==> src/sv/bpr_pkg.sv <==
// Package for the Pascal-row binomial unit: field widths, store geometry,
// and the command and status bundles shared by the top level and the sweep engine.
// No dependencies.
package bpr_pkg;

  localparam int MAX_N     = 63;
  localparam int ROW_DEPTH = 32;
  localparam int ROW_AW    = $clog2(ROW_DEPTH);
  localparam int N_W       = 6;
  localparam int K_W       = 7;
  localparam int COEF_W    = 63;

  typedef logic [N_W-1:0]    n_t;
  typedef logic [ROW_AW-1:0] addr_t;
  typedef logic [COEF_W-1:0] coef_t;

  // Start request from the front end to the sweep engine.
  typedef struct packed {
    logic  start;
    n_t    n;
    addr_t kk;
  } cmd_t;

  // Completion report from the sweep engine.
  typedef struct packed {
    logic  done;
    coef_t coef;
  } sts_t;

endpackage

==> src/sv/bpr_if.sv <==
// Valid/ready channel interfaces for the binomial unit's input and result beats.
// Depends on bpr_pkg for field widths.
interface bpr_in_if;
  logic                           valid;
  logic                           ready;
  logic [bpr_pkg::N_W-1:0]        n;
  logic signed [bpr_pkg::K_W-1:0] k;

  modport source (output valid, output n, output k, input ready);
  modport sink   (input valid, input n, input k, output ready);
endinterface

interface bpr_out_if;
  logic                       valid;
  logic                       ready;
  logic [bpr_pkg::COEF_W-1:0] coefficient;

  modport source (output valid, output coefficient, input ready);
  modport sink   (input valid, input coefficient, output ready);
endinterface

==> src/sv/binomial_pascal_row_unit.sv <==
// Binomial coefficient n choose k by Pascal's triangle in a one-row RAM.
// Trivial pairs (k out of range, k zero or equal to n) skip the sweep and
// go straight to the result; otherwise the engine sweeps rows i=1..n over
// entries up to kk = min(k, n-k), reading through the single RAM read port,
// one entry per cycle, plus the E_LAST and E_WR1 states to close out each row.
// One item in flight; the next beat is taken as the result is offered. Async reset.
module binomial_pascal_row_unit (
  input  logic       clk_i,
  input  logic       rst_ni,
  bpr_in_if.sink     in_i,
  bpr_out_if.source  out_o
);

  // Front-end control: take a beat, run the sweep (or short-cut), hold result.
  typedef enum logic [2:0] {
    S_IDLE = 3'b001,
    S_RUN  = 3'b010,
    S_HOLD = 3'b100
  } top_state_e;

  top_state_e state_q, state_d;

  bpr_pkg::coef_t res_q, res_d;
  bpr_pkg::coef_t coef_q, coef_d;
  logic           out_valid_q, out_valid_d;

  bpr_pkg::cmd_t  cmd;
  bpr_pkg::sts_t  sts;

  logic           acc;
  logic           k_neg;
  bpr_pkg::n_t    k_mag;
  bpr_pkg::n_t    kk_full;
  logic           k_over;
  logic           k_edge;
  logic           n_over;
  logic           kk_over;
  logic           out_free;

  // Decode the pair: sign, range and the symmetric reduction of k.
  always_comb begin
    k_neg   = in_i.k[bpr_pkg::K_W-1];
    k_mag   = in_i.k[bpr_pkg::N_W-1:0];
    k_over  = !k_neg && (k_mag > in_i.n);
    k_edge  = !k_neg && ((k_mag == '0) || (k_mag == in_i.n));
    n_over  = (bpr_pkg::N_W + 1)'(in_i.n) > (bpr_pkg::N_W + 1)'(bpr_pkg::MAX_N);
    kk_full = (k_mag > (in_i.n >> 1)) ? (in_i.n - k_mag) : k_mag;
    kk_over = (bpr_pkg::N_W + 1)'(kk_full) >= (bpr_pkg::N_W + 1)'(bpr_pkg::ROW_DEPTH);
  end

  assign in_i.ready = (state_q == S_IDLE);
  assign acc        = in_i.valid && in_i.ready;
  assign out_free   = !out_valid_q || out_o.ready;

  always_comb begin
    state_d     = state_q;
    res_d       = res_q;
    coef_d      = coef_q;
    out_valid_d = out_valid_q;
    cmd.start   = 1'b0;
    cmd.n       = in_i.n;
    cmd.kk      = kk_full[bpr_pkg::ROW_AW-1:0];

    // Drop the result beat once taken.
    if (out_valid_q && out_o.ready) begin
      out_valid_d = 1'b0;
    end

    case (state_q)
      S_IDLE: begin
        if (acc) begin
          if (n_over || k_neg || k_over) begin
            res_d   = '0;
            state_d = S_HOLD;
          end else if (k_edge) begin
            res_d   = bpr_pkg::COEF_W'(1);
            state_d = S_HOLD;
          end else if (kk_over) begin
            res_d   = '0;
            state_d = S_HOLD;
          end else begin
            // Hand the reduced pair to the sweep engine.
            cmd.start = 1'b1;
            state_d   = S_RUN;
          end
        end
      end
      S_RUN: begin
        if (sts.done) begin
          res_d   = sts.coef;
          state_d = S_HOLD;
        end
      end
      S_HOLD: begin
        // Advance into the output register as soon as it frees up.
        if (out_free) begin
          coef_d      = res_q;
          out_valid_d = 1'b1;
          state_d     = S_IDLE;
        end
      end
      default: begin
        state_d = S_IDLE;
      end
    endcase
  end

  bpr_sweep u_sweep (
    .clk_i  (clk_i),
    .rst_ni (rst_ni),
    .cmd_i  (cmd),
    .sts_o  (sts)
  );

  always_ff @(posedge clk_i or negedge rst_ni) begin
    if (!rst_ni) begin
      state_q     <= S_IDLE;
      out_valid_q <= 1'b0;
    end else begin
      state_q     <= state_d;
      out_valid_q <= out_valid_d;
    end
  end

  always_ff @(posedge clk_i) begin
    res_q  <= res_d;
    coef_q <= coef_d;
  end

  assign out_o.valid       = out_valid_q;
  assign out_o.coefficient = coef_q;

  // The engine reports completion only while a sweep is owed to the front end.
  assert property (@(posedge clk_i) disable iff (!rst_ni)
    sts.done |-> (state_q == S_RUN))
    else $error("sweep done outside of run");

  // A new result beat appears only from the hold stage.
  assert property (@(posedge clk_i) disable iff (!rst_ni)
    $rose(out_valid_q) |-> $past(state_q == S_HOLD))
    else $error("result beat without held result");

  // k equal to zero short-cuts to one.
  assert property (@(posedge clk_i) disable iff (!rst_ni)
    (acc && (in_i.k == '0)) |=> (res_q == bpr_pkg::COEF_W'(1)) && (state_q == S_HOLD))
    else $error("k of zero did not give one");

endmodule

==> src/sv/bpr_sweep.sv <==
// Sweep engine: holds one row of Pascal's triangle in a synchronous RAM and
// updates it row by row with read-modify-write passes. Depends on bpr_pkg.
module bpr_sweep (
  input  logic          clk_i,
  input  logic          rst_ni,
  input  bpr_pkg::cmd_t cmd_i,
  output bpr_pkg::sts_t sts_o
);

  typedef enum logic [4:0] {
    E_IDLE = 5'b00001,
    E_READ = 5'b00010,
    E_LAST = 5'b00100,
    E_WR1  = 5'b01000,
    E_DONE = 5'b10000
  } eng_state_e;

  eng_state_e state_q, state_d;

  bpr_pkg::coef_t mem [bpr_pkg::ROW_DEPTH];
  bpr_pkg::coef_t rdata_q;

  bpr_pkg::n_t    n_q, n_d;
  bpr_pkg::n_t    row_q, row_d;
  bpr_pkg::addr_t kk_q, kk_d;
  bpr_pkg::addr_t m_q, m_d;
  bpr_pkg::addr_t raddr_q, raddr_d;
  bpr_pkg::addr_t pend_addr_q, pend_addr_d;
  logic           pend_q, pend_d;
  bpr_pkg::coef_t prev_q, prev_d;
  bpr_pkg::coef_t res_q, res_d;

  logic           re, we;
  bpr_pkg::addr_t waddr;
  bpr_pkg::coef_t wdata;
  bpr_pkg::coef_t val;
  bpr_pkg::n_t    next_row;

  always_comb begin
    state_d     = state_q;
    n_d         = n_q;
    row_d       = row_q;
    kk_d        = kk_q;
    m_d         = m_q;
    raddr_d     = raddr_q;
    pend_d      = 1'b0;
    pend_addr_d = pend_addr_q;
    prev_d      = prev_q;
    res_d       = res_q;
    re          = 1'b0;
    we          = 1'b0;
    waddr       = '0;
    wdata       = '0;
    val         = '0;
    next_row    = row_q + 1'b1;

    // Read data returns: the top entry of a fresh row is taken as zero.
    if (pend_q) begin
      val    = (bpr_pkg::N_W'(pend_addr_q) == row_q) ? '0 : rdata_q;
      prev_d = val;
      if (pend_addr_q != m_q) begin
        we    = 1'b1;
        waddr = pend_addr_q + 1'b1;
        wdata = prev_q + val;
      end
    end

    case (state_q)
      E_IDLE: begin
        if (cmd_i.start) begin
          n_d     = cmd_i.n;
          kk_d    = cmd_i.kk;
          row_d   = bpr_pkg::N_W'(1);
          m_d     = bpr_pkg::ROW_AW'(1);
          raddr_d = bpr_pkg::ROW_AW'(1);
          state_d = E_READ;
        end
      end
      E_READ: begin
        re          = 1'b1;
        pend_d      = 1'b1;
        pend_addr_d = raddr_q;
        if (raddr_q == bpr_pkg::ROW_AW'(1)) begin
          state_d = E_LAST;
        end else begin
          raddr_d = raddr_q - 1'b1;
        end
      end
      E_LAST: begin
        state_d = E_WR1;
      end
      E_WR1: begin
        // Entry 0 is always one: row[1] = old row[1] + 1.
        we    = 1'b1;
        waddr = bpr_pkg::ROW_AW'(1);
        wdata = prev_q + bpr_pkg::COEF_W'(1);
        if (row_q == n_q) begin
          state_d = E_DONE;
        end else begin
          row_d   = next_row;
          m_d     = (next_row < bpr_pkg::N_W'(kk_q)) ? next_row[bpr_pkg::ROW_AW-1:0] : kk_q;
          raddr_d = m_d;
          state_d = E_READ;
        end
      end
      E_DONE: begin
        state_d = E_IDLE;
      end
      default: begin
        state_d = E_IDLE;
      end
    endcase

    if (we && (waddr == kk_q)) begin
      res_d = wdata;
    end
  end

  always_ff @(posedge clk_i) begin
    if (we) begin
      mem[waddr] <= wdata;
    end
    if (re) begin
      rdata_q <= mem[raddr_q];
    end
  end

  always_ff @(posedge clk_i or negedge rst_ni) begin
    if (!rst_ni) begin
      state_q <= E_IDLE;
      pend_q  <= 1'b0;
    end else begin
      state_q <= state_d;
      pend_q  <= pend_d;
    end
  end

  always_ff @(posedge clk_i) begin
    n_q         <= n_d;
    row_q       <= row_d;
    kk_q        <= kk_d;
    m_q         <= m_d;
    raddr_q     <= raddr_d;
    pend_addr_q <= pend_addr_d;
    prev_q      <= prev_d;
    res_q       <= res_d;
  end

  assign sts_o.done = (state_q == E_DONE);
  assign sts_o.coef = res_q;

endmodule

==> src/flat_wrapper.sv <==
// flat-port wrapper written by rule: the top's interface ports become plain ports
module binomial_pascal_row_unit_flat 
  (clk_i, rst_ni, in_i_valid, in_i_n, in_i_k, in_i_ready, out_o_valid, out_o_coefficient, out_o_ready);
  bpr_in_if in_i_i ();
  bpr_out_if out_o_i ();
  input  logic clk_i;
  input  logic rst_ni;
  input wire logic [$bits(in_i_i.valid)-1:0] in_i_valid;
  input wire logic [$bits(in_i_i.n)-1:0] in_i_n;
  input wire logic [$bits(in_i_i.k)-1:0] in_i_k;
  output wire logic [$bits(in_i_i.ready)-1:0] in_i_ready;
  output wire logic [$bits(out_o_i.valid)-1:0] out_o_valid;
  output wire logic [$bits(out_o_i.coefficient)-1:0] out_o_coefficient;
  input wire logic [$bits(out_o_i.ready)-1:0] out_o_ready;
  assign in_i_i.valid = in_i_valid;
  assign in_i_i.n = in_i_n;
  assign in_i_i.k = in_i_k;
  assign in_i_ready = in_i_i.ready;
  assign out_o_valid = out_o_i.valid;
  assign out_o_coefficient = out_o_i.coefficient;
  assign out_o_i.ready = out_o_ready;
  binomial_pascal_row_unit u_core (.clk_i(clk_i), .rst_ni(rst_ni), .in_i(in_i_i), .out_o(out_o_i));
endmodule
==> config.mk <==
export PLATFORM = sky130hd
export DESIGN_NAME = binomial_pascal_row_unit_flat
export DESIGN_NICKNAME = d
export VERILOG_FILES = /design/src/sv/bpr_pkg.sv /design/src/sv/bpr_if.sv /design/src/sv/binomial_pascal_row_unit.sv /design/src/sv/bpr_sweep.sv /design/src/flat_wrapper.sv
export SDC_FILE = /design/constraint.sdc
export NUM_CORES = 2
export LEC_CHECK = 0
export BUFFER_PORTS_ARGS = -buffer_cell sky130_fd_sc_hd__buf_2
export CAP_MARGIN = 20
export CORE_ASPECT_RATIO = 1.5
export CORE_MARGIN = 2
export CORE_UTILIZATION = 58
export DETAILED_ROUTE_END_ITERATION = 8
export GPL_ROUTABILITY_DRIVEN = 0
export GPL_TIMING_DRIVEN = 0
export PLACE_DENSITY_LB_ADDON = 0.08
export SLEW_MARGIN = 20
export SYNTH_ARGS = -nofsm -noshare
export SYNTH_HDL_FRONTEND = slang
export SYNTH_SLANG_ARGS = --single-unit
==> constraint.sdc <==
create_clock -name clk_i -period 15 [get_ports clk_i]
set_input_delay 0 -clock clk_i [delete_from_list [all_inputs] [get_ports clk_i]]
set_output_delay 0 -clock clk_i [all_outputs]
set_load 0.01 [all_outputs]
==> impl_metrics.csv <==
group,metric,value,unit
power,p_leak,35.6,nW
timing,setup_tns,0,ps
clock_tree,cts_root_buf,"clkbuf_16",
clock_tree,clock_sinks,2373,
synthesis,netlist_instances,4461,
place,port_buffers,81,
synthesis,synth_top_cell_area_share,75.0,%
clock_tree,htreeDepth,4,
global_route,grt_pass1_vias,48479,
synthesis,seq_area_frac_synth,75.3,%
route,routed_wl,241000,um
clock_tree,ctsResizeCount,0,
synthesis,netlist_top_cells_area,"edfxtp_1 (75%), mux4_2 (15%), ha_1 (1.1%), and2_1 (0.92%), mux2_2 (0.76%)",
floorplanning,fp.dieArea,166000,um^2
global_route,grt_max_degree,50,
synthesis,synth_nets,4562,
final_layout,syn2layout_area_growth,16.3,%
route,antenna_left,0,
route,dr.pass1.iters,5,
synthesis,ys_ff_latch,2373,
timing,hold_viol_final,0,
status,status,"finished clean",
timing,rsz0062_at_grt,"no",
timing,timing.final.crit_share,44.4,%
critical_path,critical_path.endpoint_type,"flip-flop",
timing,fmax,150,MHz
place,dp_hpwl,165000,um
clock_tree,clk_latency,870,ps
timing,report.final.slew_viol_count,0,
route,vias,47636,
synthesis,synth.yosys.warnings,0,
place,dp.cells,6861,
global_route,grt_antenna_before_repair,7,
critical_path,worstPathRequired,15690,ps
route,detail_route.vias_per_cell,6.54,
route,drc,0,
final_layout,final_common_cell,"edfxtp_1",
critical_path,critPathKind,"flip-flop to flip-flop",
clock_tree,clock_path_buffers,3,
critical_path,cp.arrival,7350,ps
floorplanning,die_h,499,um
final_layout,n_fill_cell,10284,
floorplanning,coreArea,162000,um^2
clock_tree,cts.clk_slew.worst_paths,70,ps
critical_path,worstPathMaxFanout,21,
critical_path,startpoint_type,"flip-flop",
synthesis,synth-edff-count,2363,
global_route,grt_use_total,29.4,%
final_layout,layout.nets,5098,
synthesis,ys_types,80,
worst_hold_path,hold_class,"input pin to async pin",
final_layout,layout_common_cells,"edfxtp_1 (2363), mux4_2 (630), clkbuf_16 (207)",
timing,max_slew_margin,14.1,%
power,irDropWorstVdd,0.119,mV
power,p_per_area,156,nW/um^2
route,post_drt_wl_per_cell,33.1,um
global_route,grt_pass1_wl,344000,um
clock_tree,post_cts_buffers,0,
timing,tightest_slew,1290,ps
final_layout,layoutNonFillerInstCount,7285,
timing,finalSetupViolations,0,
floorplanning,initial_core_util,58.4,%
synthesis,async_reset_ff_share,0.421,%
clock_tree,numCtsBuffers,205,
floorplanning,die_w,334,um
clock_tree,cts_tree,"built",
synthesis,synth_top_area_cell,"edfxtp_1",
synthesis,syn-cell-area,94600,um^2
global_route,gr-total-overflow,0,
floorplanning,placementRows,181,
job,maxCapViolCount,0,
final_layout,layout-drive-gt1-share,29.0,%
timing,clock_skew,63.6,ps
timing,min_period,6650,ps
synthesis,syn_avg_cell_area,21.2,um^2
synthesis,synth_top_flop_cell,"edfxtp_1",
floorplanning,io_pins,82,
route,drt_iter0_drc,5597,
-- power breakdown --
group	switching [mW]	internal (mW)
Clock	2.42	2.84
Combinational	2.45	1.62
Sequential	0.0894	7.80
Total	4.96	12.3
-- layer usage --
| layer | routed length, um | global-route usage [%] | vias to the layer above |
|---|---|---|---|
| li1 | - | - | 19646 |
| met1 | 91200 | 39.1 | 25480 |
| met2 | 124000 | 49.7 | 2092 |
| met3 | 16600 | 4.40 | 418 |
| met4 | 9180 | 11.0 | 0 |
| met5 | 0 | 0 | - |
-- cells in the mapped netlist, drive strengths merged, types with 12 or more instances --
cell type,count
edfxtp,2363
mux4,630
clkbuf,171
and2,139
nor2,125
nand2,105
a21oi,97
ha,82
xnor2,81
xor2,66
mux2,65
o21ai,60
o22ai,59
inv,57
nand3,55
buf,49
nand4,39
a21o,33
and3,14
and4,12
-- layout make-up --
| cell class | instances | area (um^2) | share of cell area [%] |
|---|---|---|---|
| buffer | 220 | 942 | 0.856 |
| antenna | 12 | 30.0 | 0.0273 |
| multi-input combinational | 1811 | 23300 | 21.1 |
| tap | 2104 | 2630 | 2.39 |
| clock inverter | 126 | 1300 | 1.18 |
| clock buffer | 253 | 5360 | 4.87 |
| inverter | 57 | 216 | 0.197 |
| sequential | 2373 | 71200 | 64.7 |
| timing repair buffer | 329 | 5090 | 4.63 |
-- final timing paths --
check                                                   startpoint                                endpoint  slack [ps]  cells after the start
max in group asynchronous                                   rst_ni         u_core.u_sweep.pend_q$_DFF_PN0_       14520                      3
hold reg to reg                     u_core.res_q[10]$_SDFFCE_PN0P_  u_core.out_o.coefficient[10]$_DFFE_PP_         420                      0
setup reg to reg           u_core.u_sweep.pend_addr_q[4]$_DFFE_PP_     u_core.u_sweep.mem[8][55]$_DFFE_PP_        8350                     18
min in group clk_i                                       in_i_k[0]        u_core.u_sweep.kk_q[0]$_DFFE_PP_         140                      4
setup / recovery           u_core.u_sweep.pend_addr_q[4]$_DFFE_PP_     u_core.u_sweep.mem[8][55]$_DFFE_PP_        8350                     18
hold / removal                                              rst_ni           u_core.state_q[2]$_DFFE_PN0P_         130                      3
-- kinds of logic (layout without fill, tap and decap cells) --
group | after synthesis | count (layout) | share of synthesized area [%]
AOI/OAI and AO/OA | 335 | 335 | 2.29
and+or+nand+nor | 546 | 546 | 3.01
xor gates and xnor gates | 147 | 147 | 1.36
other | 0 | 12 | 0
muxes | 699 | 699 | 15.8
DFF | 2373 | 2373 | 75.3
buffers and inverters | 277 | 985 | 1.15
adders and majority gates | 84 | 84 | 1.13
-- flip-flops by register name (all words and copies together) (netlist names), 6 cells and up --
register                  cells
u_core.out_o.coefficient     63
u_core.u_sweep.prev_q        63
u_core.u_sweep.rdata_q       63
u_core.u_sweep.n_q            6
u_core.u_sweep.row_q          6
u_core.u_sweep.mem         2016
u_core.u_sweep.res_q         63
u_core.res_q                 63
-- worst max-delay path: stages, from the launching register on --
cell,delay [ps]
edfxtp_1,360
clkbuf_1,400
xnor2_1,110
nand4_1,100
or3_1,100
clkbuf_1,520
clkbuf_1,890
and2_1,330
ha_1,280
a211oi_1,470
o21ai_0,190
a21oi_1,470
o2bb2ai_1,230
o211ai_1,390
a311oi_1,220
a31oi_1,420
xor2_1,170
o22ai_2,520
buf_6,270
-- per-stage QoR --
step / power [mW] / cell area [um^2] / setup WS [ps] / hold slack (ps) / util (%)
finish: 17.2 / 110000 / 8350 / 126 / 67.9
detailed placement: 12.1 / 103000 / 8280 / -129 / 63.5
global route: 17.7 / 110000 / 8210 / 164 / 67.9
floorplan: 10.4 / 94600 / 7570 / -296 / -
CTS: 17.3 / 110000 / 8210 / 76.6 / 67.8
global placement: 11.8 / 97700 / -730 / -139 / 60.2
-- repair_timing --
action,CTS,global route
hold buffers,32,0
endpoints found under the hold margin,91,0
setup endpoints to repair,0,0
Power figures use the tool's default switching activity.
